## config.mk

```make
export PLATFORM = sky130hd
export DESIGN_NAME = bit_width_packer_top
export DESIGN_NICKNAME = d
export VERILOG_FILES = /design/src/rtl/core/bwp_pkg.sv /design/src/rtl/core/bwp_word_asm.sv /design/src/rtl/core/bit_width_packer_top.sv
export SDC_FILE = /design/constraint.sdc
export NUM_CORES = 2
export LEC_CHECK = 0
export BUFFER_PORTS_ARGS = -buffer_cell sky130_fd_sc_hd__buf_2
export CAP_MARGIN = 40
export CORE_MARGIN = 4
export CORE_UTILIZATION = 35
export DETAILED_ROUTE_END_ITERATION = 10
export GPL_ROUTABILITY_DRIVEN = 0
export HOLD_SLACK_MARGIN = 0.03
export SKIP_CTS_REPAIR_TIMING = 1
export SLEW_MARGIN = 40
export SYNTH_ARGS = -nofsm -noshare
export SYNTH_HDL_FRONTEND = slang
export SYNTH_SLANG_ARGS = --single-unit
export TNS_END_PERCENT = 1
```

## constraint.sdc

```tcl
create_clock -name clock -period 9.6 [get_ports clock]
set_input_delay 1.44 -clock clock [delete_from_list [all_inputs] [get_ports clock]]
set_output_delay 1.44 -clock clock [all_outputs]
set_load 0.1 [all_outputs]
```

## src/rtl/core/bwp_pkg.sv

```systemverilog
// Shared types, constants and helpers of the bit width packer.
package bwp_pkg;

   localparam int unsigned MAX_ELEMENTS = 255;
   localparam int unsigned BYTES_PER_WORD = 8;

   typedef enum logic [3:0] {
      ST_IDLE,
      ST_HEAD,
      ST_NIB_RD,
      ST_NIB_USE,
      ST_PAY_RD,
      ST_PAY_LOAD,
      ST_PAY_BIT,
      ST_FLUSH,
      ST_FINISH
   } state_type;

   typedef struct packed {
      logic push;
      logic finish;
   } asm_ctl_type;

   function automatic logic [3:0] sig_len(input logic [7:0] v);
      logic [3:0] len;
      len = 4'd0;
      for (int k = 0; k < 8; k++) begin
         if (v[k]) begin
            len = 4'(k + 1);
         end
      end
      return len;
   endfunction

endpackage

```

## src/rtl/core/bwp_word_asm.sv

```systemverilog
// Byte-to-word assembler that places packed bytes into result words.
module bwp_word_asm (
   input  logic                 clock,
   input  logic                 reset,
   input  bwp_pkg::asm_ctl_type ctl,
   input  logic [7:0]           push_byte,
   output logic                 rsp_strobe,
   output logic [63:0]          rsp_word,
   output logic [3:0]           rsp_valid_bytes,
   output logic                 rsp_last_res
);

   logic [63:0] word_ff, word_in;
   logic [3:0]  fill_ff, fill_in;
   logic        strobe_ff, strobe_in;
   logic [63:0] out_word_ff, out_word_in;
   logic [3:0]  out_valid_ff, out_valid_in;
   logic        out_last_ff, out_last_in;

   always_comb begin
      word_in      = word_ff;
      fill_in      = fill_ff;
      strobe_in    = 1'b0;
      out_word_in  = out_word_ff;
      out_valid_in = out_valid_ff;
      out_last_in  = out_last_ff;
      if (ctl.finish) begin
         strobe_in    = 1'b1;
         out_word_in  = word_ff;
         out_valid_in = fill_ff;
         out_last_in  = 1'b1;
         word_in      = 64'd0;
         fill_in      = 4'd0;
      end else if (ctl.push) begin
         if (fill_ff == 4'(bwp_pkg::BYTES_PER_WORD)) begin
            strobe_in    = 1'b1;
            out_word_in  = word_ff;
            out_valid_in = fill_ff;
            out_last_in  = 1'b0;
            word_in      = {push_byte, 56'd0};
            fill_in      = 4'd1;
         end else begin
            for (int k = 0; k < 8; k++) begin
               if (fill_ff[2:0] == 3'(k)) begin
                  word_in[63 - 8 * k -: 8] = push_byte;
               end
            end
            fill_in = fill_ff + 4'd1;
         end
      end
   end

   always_ff @(posedge clock) begin
      if (reset) begin
         word_ff   <= 64'd0;
         fill_ff   <= 4'd0;
         strobe_ff <= 1'b0;
      end else begin
         word_ff   <= word_in;
         fill_ff   <= fill_in;
         strobe_ff <= strobe_in;
      end
      out_word_ff  <= out_word_in;
      out_valid_ff <= out_valid_in;
      out_last_ff  <= out_last_in;
   end

   assign rsp_strobe      = strobe_ff;
   assign rsp_word        = out_word_ff;
   assign rsp_valid_bytes = out_valid_ff;
   assign rsp_last_res    = out_last_ff;

   a_fill_range: assert property (@(posedge clock) disable iff (reset)
      fill_ff <= 4'(bwp_pkg::BYTES_PER_WORD))
      else $error("Word fill count out of range.");

   a_full_middle: assert property (@(posedge clock) disable iff (reset)
      strobe_ff && !out_last_ff |-> out_valid_ff == 4'(bwp_pkg::BYTES_PER_WORD))
      else $error("A word that is not the last one is not full.");

   a_final_nonempty: assert property (@(posedge clock) disable iff (reset)
      strobe_ff |-> out_valid_ff != 4'd0)
      else $error("A result word holds no bytes.");

   a_finish_clears: assert property (@(posedge clock) disable iff (reset)
      ctl.finish |=> fill_ff == 4'd0 && word_ff == 64'd0)
      else $error("The assembler was not cleared after the final word.");

endmodule

```

## src/rtl/core/bit_width_packer_top.sv

```systemverilog
// Top level of the bit width packer: element store, packing sequencer and word assembler.
// Loading requests are taken back to back; busy stays low between them. After the final
// request busy stays high while the sequencer writes the count, reads each element for its
// length nibble, reads each element again to shift out its payload bits, flushes the partial
// byte and closes the word; for an empty set busy is high for one cycle. Results are one-cycle
// strobes that cannot be stalled; reset clears state, counters, strobe and assembly word, not the store.
module bit_width_packer_top (
   input  logic        clock,
   input  logic        reset,
   input  logic        start,
   output logic        busy,
   input  logic [7:0]  req_value,
   input  logic        req_last,
   input  logic        req_empty_set,
   output logic        rsp_strobe,
   output logic [63:0] rsp_word,
   output logic [3:0]  rsp_valid_bytes,
   output logic        rsp_last_res
);

   bwp_pkg::state_type   state_ff, state_in;
   bwp_pkg::asm_ctl_type ctl;
   logic [7:0] count_ff, count_in;
   logic [7:0] idx_ff, idx_in;
   logic [3:0] nib_hi_ff, nib_hi_in;
   logic [7:0] shreg_ff, shreg_in;
   logic [3:0] len_ff, len_in;
   logic [7:0] bitbuf_ff, bitbuf_in;
   logic [2:0] bitcnt_ff, bitcnt_in;
   logic [7:0] rdata_ff;
   logic [7:0] push_byte;
   logic [7:0] store [0:bwp_pkg::MAX_ELEMENTS - 1];
   logic       accept, store_we;
   logic       last_elem, data_bit;
   logic [3:0] rd_len, len_m1;

   assign accept    = start && (state_ff == bwp_pkg::ST_IDLE);
   assign busy      = (state_ff != bwp_pkg::ST_IDLE);
   assign store_we  = accept && !req_empty_set && (count_ff != 8'(bwp_pkg::MAX_ELEMENTS));
   assign last_elem = (idx_ff == count_ff - 8'd1);
   assign rd_len    = bwp_pkg::sig_len(rdata_ff);
   assign len_m1    = len_ff - 4'd1;
   assign data_bit  = shreg_ff[len_m1[2:0]];

   always_comb begin
      state_in   = state_ff;
      count_in   = count_ff;
      idx_in     = idx_ff;
      nib_hi_in  = nib_hi_ff;
      shreg_in   = shreg_ff;
      len_in     = len_ff;
      bitbuf_in  = bitbuf_ff;
      bitcnt_in  = bitcnt_ff;
      ctl.push   = 1'b0;
      ctl.finish = 1'b0;
      push_byte  = 8'd0;
      unique case (state_ff)
         bwp_pkg::ST_IDLE: begin
            if (accept) begin
               if (req_empty_set) begin
                  ctl.push = 1'b1;
                  count_in = 8'd0;
                  state_in = bwp_pkg::ST_FINISH;
               end else begin
                  if (store_we) begin
                     count_in = count_ff + 8'd1;
                  end
                  if (req_last) begin
                     state_in = bwp_pkg::ST_HEAD;
                  end
               end
            end
         end
         bwp_pkg::ST_HEAD: begin
            ctl.push  = 1'b1;
            push_byte = count_ff;
            idx_in    = 8'd0;
            state_in  = bwp_pkg::ST_NIB_RD;
         end
         bwp_pkg::ST_NIB_RD: begin
            state_in = bwp_pkg::ST_NIB_USE;
         end
         bwp_pkg::ST_NIB_USE: begin
            if (!idx_ff[0]) begin
               nib_hi_in = rd_len;
               if (last_elem) begin
                  ctl.push  = 1'b1;
                  push_byte = {rd_len, 4'd0};
               end
            end else begin
               ctl.push  = 1'b1;
               push_byte = {nib_hi_ff, rd_len};
            end
            if (last_elem) begin
               idx_in   = 8'd0;
               state_in = bwp_pkg::ST_PAY_RD;
            end else begin
               idx_in   = idx_ff + 8'd1;
               state_in = bwp_pkg::ST_NIB_RD;
            end
         end
         bwp_pkg::ST_PAY_RD: begin
            state_in = bwp_pkg::ST_PAY_LOAD;
         end
         bwp_pkg::ST_PAY_LOAD: begin
            shreg_in = rdata_ff;
            len_in   = rd_len;
            if (rd_len != 4'd0) begin
               state_in = bwp_pkg::ST_PAY_BIT;
            end else if (last_elem) begin
               state_in = bwp_pkg::ST_FLUSH;
            end else begin
               idx_in   = idx_ff + 8'd1;
               state_in = bwp_pkg::ST_PAY_RD;
            end
         end
         bwp_pkg::ST_PAY_BIT: begin
            bitbuf_in = {bitbuf_ff[6:0], data_bit};
            bitcnt_in = bitcnt_ff + 3'd1;
            len_in    = len_m1;
            if (bitcnt_ff == 3'd7) begin
               ctl.push  = 1'b1;
               push_byte = {bitbuf_ff[6:0], data_bit};
            end
            if (len_ff == 4'd1) begin
               if (last_elem) begin
                  state_in = bwp_pkg::ST_FLUSH;
               end else begin
                  idx_in   = idx_ff + 8'd1;
                  state_in = bwp_pkg::ST_PAY_RD;
               end
            end
         end
         bwp_pkg::ST_FLUSH: begin
            if (bitcnt_ff != 3'd0) begin
               ctl.push  = 1'b1;
               push_byte = bitbuf_ff << (3'd0 - bitcnt_ff);
            end
            bitcnt_in = 3'd0;
            state_in  = bwp_pkg::ST_FINISH;
         end
         bwp_pkg::ST_FINISH: begin
            ctl.finish = 1'b1;
            count_in   = 8'd0;
            state_in   = bwp_pkg::ST_IDLE;
         end
         default: begin
            state_in = bwp_pkg::ST_IDLE;
         end
      endcase
   end

   always_ff @(posedge clock) begin
      if (reset) begin
         state_ff  <= bwp_pkg::ST_IDLE;
         count_ff  <= 8'd0;
         bitcnt_ff <= 3'd0;
      end else begin
         state_ff  <= state_in;
         count_ff  <= count_in;
         bitcnt_ff <= bitcnt_in;
      end
      idx_ff    <= idx_in;
      nib_hi_ff <= nib_hi_in;
      shreg_ff  <= shreg_in;
      len_ff    <= len_in;
      bitbuf_ff <= bitbuf_in;
   end

   always_ff @(posedge clock) begin
      if (store_we) begin
         store[count_ff] <= req_value;
      end
      rdata_ff <= store[idx_ff];
   end

   bwp_word_asm u_word_asm (
      .clock           (clock),
      .reset           (reset),
      .ctl             (ctl),
      .push_byte       (push_byte),
      .rsp_strobe      (rsp_strobe),
      .rsp_word        (rsp_word),
      .rsp_valid_bytes (rsp_valid_bytes),
      .rsp_last_res    (rsp_last_res)
   );

endmodule

```

==> impl_results.md <==
- Outcome: complete, no violations
- Syn_nets: 4498
- Max Clock Freq: ~210 MHz
- Layout cells sized above 1: between 20% and 30%
- Final instance area: 0.0996 mm²
- Core area: 0.248 mm²
- Most used cell along the critical path: buf_4
- CTS tree: yes
- Register share of total power: 51.0%
- Initial DRC Count: 5363
- Worst Hold Path Cells: 0
- Startpoint Class: flop
- Clock skew: 56.8 ps
- Post-synth EDFFs: about 2100
- Synth cell types: 74
- Clock share of power: 42.7%
- Yosys warns: 0
- CP max-delay cell: or3b_2
- CTS Buf Count: 218
- Routed wire per std cell: 27.0 µm
- Root Driver: clkbuf_16
- Actual slew at the worst max-slew pin: 885 ps
- Antenna-violating nets left: 0
- Die width: 507 µm
- Max Cap Viol: 0
- Yosys reg bits: 2233
- Tcrit/Tclk final: roughly 49%
- Mean Syn Cell Area: between 15 and 20 µm²
- Reg2reg setup slack: a little under 5000 ps
- NumNets Final: 4623
- Min-Delay Startpoint: u_word_asm.word_ff[8]$_SDFFE_PP0P_
- Fin util: 40.1%
- Switching portion of total power: approximately 22%
- Area of the multi-input gates: 0.0200 mm²
- Reg2Reg Depth: 12
- Die Ht: 507 µm
- Reg area: ~0.066 mm²
- Crit path time final: 4660 ps
- Clock latency at the later pin of the worst-skew pair: 870 ps
- Final hold vios: 0
- H-tree depth: 4
- Via Count: 44300
- WP data required: 10060 ps
- Clk buf depth: 3
- Psw: between 0.004 and 0.005 W
- Crit Path Class: flop to flop
- Post-route setup TNS: 0 ps
- RSZ-0062 raised after global routing: false
- Largest net degree at the start of global routing: between 100 and 150
- Post-DP HPWL: 133000 µm
- Vias in the first global route: 44000
- Hold Crit Endpoint: u_word_asm.rsp_word[8]$_DFFE_PP_
- Global-route wire length before repair: 320000 µm
- Die footprint: 0.258 mm²
- Top FF cell, synth: edfxtp_1
- Async SR Flop Fraction: 0%
- Layout area overhead: 14.1%
- Netlist Area Pre-Place: about 0.087 mm²
- Overall power: 0.0211 W
- Remaining routing DRC violations: 0
- Total routed wirelength: 219000 µm
- Worst Path Arrival: 5130 ps
- Vias/cell: around 5.5
- VDD IR max: 0.155 mV
- CTS sink count: approximately 2200
- Power Dens Cells: 212 mW/mm²
- Cell area after placement: roughly 0.09 mm²
- Post-synthesis sequential area ratio: 75.7%
- Combinational share of power: under 10%
- Crit path capture type: flop
- FF-to-FF Start: count_ff[0]$_SDFFE_PP0P_
- Setup violators final: 0
- CTS clk-pin slew, worst paths: roughly 60 ps
- Reg2reg end: u_word_asm.rsp_word[10]$_DFFE_PP_
- Row count: between 150 and 200
- Pre-antenna DRT Iters: 6
- Initial antenna violation count: 3
- Path category of the worst min-delay check: flop to flop
- Leak: 30.8 nW
- # fillers: 21700
- GRT overflow: 0
- Slew headroom: between 40 and 50%
- GRT Overall Usage: 16.8%
- I/O pin cnt: 84
- Cell Int Power: roughly 0.016 W
- Starting Density: roughly a third
- CP max stage delay: between 700 and 800 ps
- CP Max Fanout: 69
- Syn Inst Count: 4468
- Port Buffers: 83
- Cell chain of the critical path: inv_1 -> ha_1 -> or3b_2 -> buf_4 -> nor4_2 -> o211ai_1 -> a311oi_2 -> buf_4 -> a21oi_4 -> buf_4 -> o21ai_4 -> buf_6
- Slew Limit Fails: 0
layout make-up:
class	instances	area share, %
Antenna cell	1	0.00251
Clock buffer	249	5.70
Clock inverter	162	1.97
Inverter	20	0.0804
Multi-Input combinational cell	1945	20.1
Sequential cell	2233	66.4
Tap cell	3330	4.18
Timing Repair Buffer	175	1.55
how the worst max path moves through the flow:
stage	from	end	slack, ps
after global placement	start	store[89][4]$_DFFE_PP_	4470
after floorplan	count_ff[0]$_SDFFE_PP0P_	u_word_asm.rsp_valid_bytes[0]$_DFFE_PP_	3860
final	count_ff[0]$_SDFFE_PP0P_	u_word_asm.rsp_word[10]$_DFFE_PP_	4940
after global routing	count_ff[1]$_SDFFE_PP0P_	u_word_asm.rsp_word[10]$_DFFE_PP_	4680
after CTS	count_ff[0]$_SDFFE_PP0P_	u_word_asm.rsp_word[10]$_DFFE_PP_	4750
after detailed placement	start	store[105][6]$_DFFE_PP_	4760
metal layers:
metal | routed length [µm] | track usage (%) | vias to the layer above
li1 | - | - | 18600
met1 | 93000 | 24.0 | 23400
met2 | 104000 | 26.6 | 2017
met3 | 17500 | 3.33 | 305
met4 | 4720 | 3.86 | 0
met5 | 0 | 0 | -
state kept, by name, indices dropped and copies added (netlist names):
signal,count
len_ff,4
shreg_ff,8
u_word_asm.fill_ff,4
u_word_asm.rsp_last_res,1
rdata_ff,8
bitbuf_ff,8
u_word_asm.word_ff,64
u_word_asm.rsp_word,64
count_ff,8
bitcnt_ff,3
u_word_asm.rsp_strobe,1
store,2040
state_ff,4
u_word_asm.rsp_valid_bytes,4
nib_hi_ff,4
idx_ff,8
cell families after synthesis:
logic type,share of synthesized area (%)
DFF,75.7
xor gates and xnor gates,0.241
adders and majority gates,0.244
muxes,14.7
and+or+nand+nor,3.95
AOI/OAI and AO/OA,3.59
buffers and inverters,1.58
cells in the final DEF (no fill, tap or decap), types with 41 or more instances in the layout:
cell type and count:
nand3_1 48, clkbuf_16 220, nand2_1 180, a21oi_1 89, mux2i_1 167, buf_2 75, buf_4 62, o211ai_1 41
clkinv_1 43, a22oi_1 42, mux4_2 478, o21ai_0 82, clkinv_2 44, edfxtp_1 2140, nor2_1 317, dfxtp_1 93
power by group through the flow:
stage                     Sequential (W)  Combinational [W]  Clock, W
after detailed placement          0.0110            0.00132         0
after global routing              0.0108            0.00139   0.00958
after CTS                         0.0108            0.00132   0.00914
after floorplan                   0.0111           0.000672         0
final                             0.0108            0.00132   0.00900
after global placement            0.0110            0.00130         0
worst max-delay path: cells and delay by family (launching register included):
| kind | cells | cell delay [ps] |
|---|---|---|
| compound gates | 4 | 750 |
| fa+ha+maj | 1 | 450 |
| buf+inv | 5 | 1580 |
| flops | 1 | 420 |
| simple gates | 2 | 980 |
cells in the mapped netlist, types with 11 or more instances:
library cell  number  area share (%)
a22o_1            18            0.18
nand4_1           33            0.24
o21ai_0           82            0.47
o22ai_1           30            0.21
mux2_2            32            0.41
o211ai_1          41            0.35
ha_1              17            0.24
nor2b_1           37            0.27
mux2i_1          167             1.9
nor2_1           336             1.4
clkbuf_1         109            0.47
a21oi_1           89            0.51
nand3_1           54            0.31
dfxtp_1           93             2.1
a41o_1            11            0.13
nand2_1          189            0.81
xnor2_1           14            0.14
mux4_2           478              12
buf_2            101            0.58
nor3_1            44            0.25
buf_4             24            0.21
buf_1             26            0.11
nor4_1            13           0.093
inv_1             19           0.082
and2_1            14            0.10
a211oi_1          11           0.095
edfxtp_1        2140              74
a22oi_1           42            0.36
a2111oi_0         19            0.19
a32o_1            13            0.15
o31ai_1           15            0.13
a221oi_1          13            0.13
metrics by stage:
| step | hold slack [ps] | instances | worst slack, ps |
|---|---|---|---|
| floorplan | 402 | 4468 | 3860 |
| global placement | 410 | 7692 | 4470 |
| detailed placement | 409 | 7698 | 4760 |
| CTS | 401 | 8109 | 4750 |
| global route | 410 | 8114 | 4680 |
| finish | 409 | 8115 | 4940 |
No activity file was read; power rests on OpenSTA's default activity.
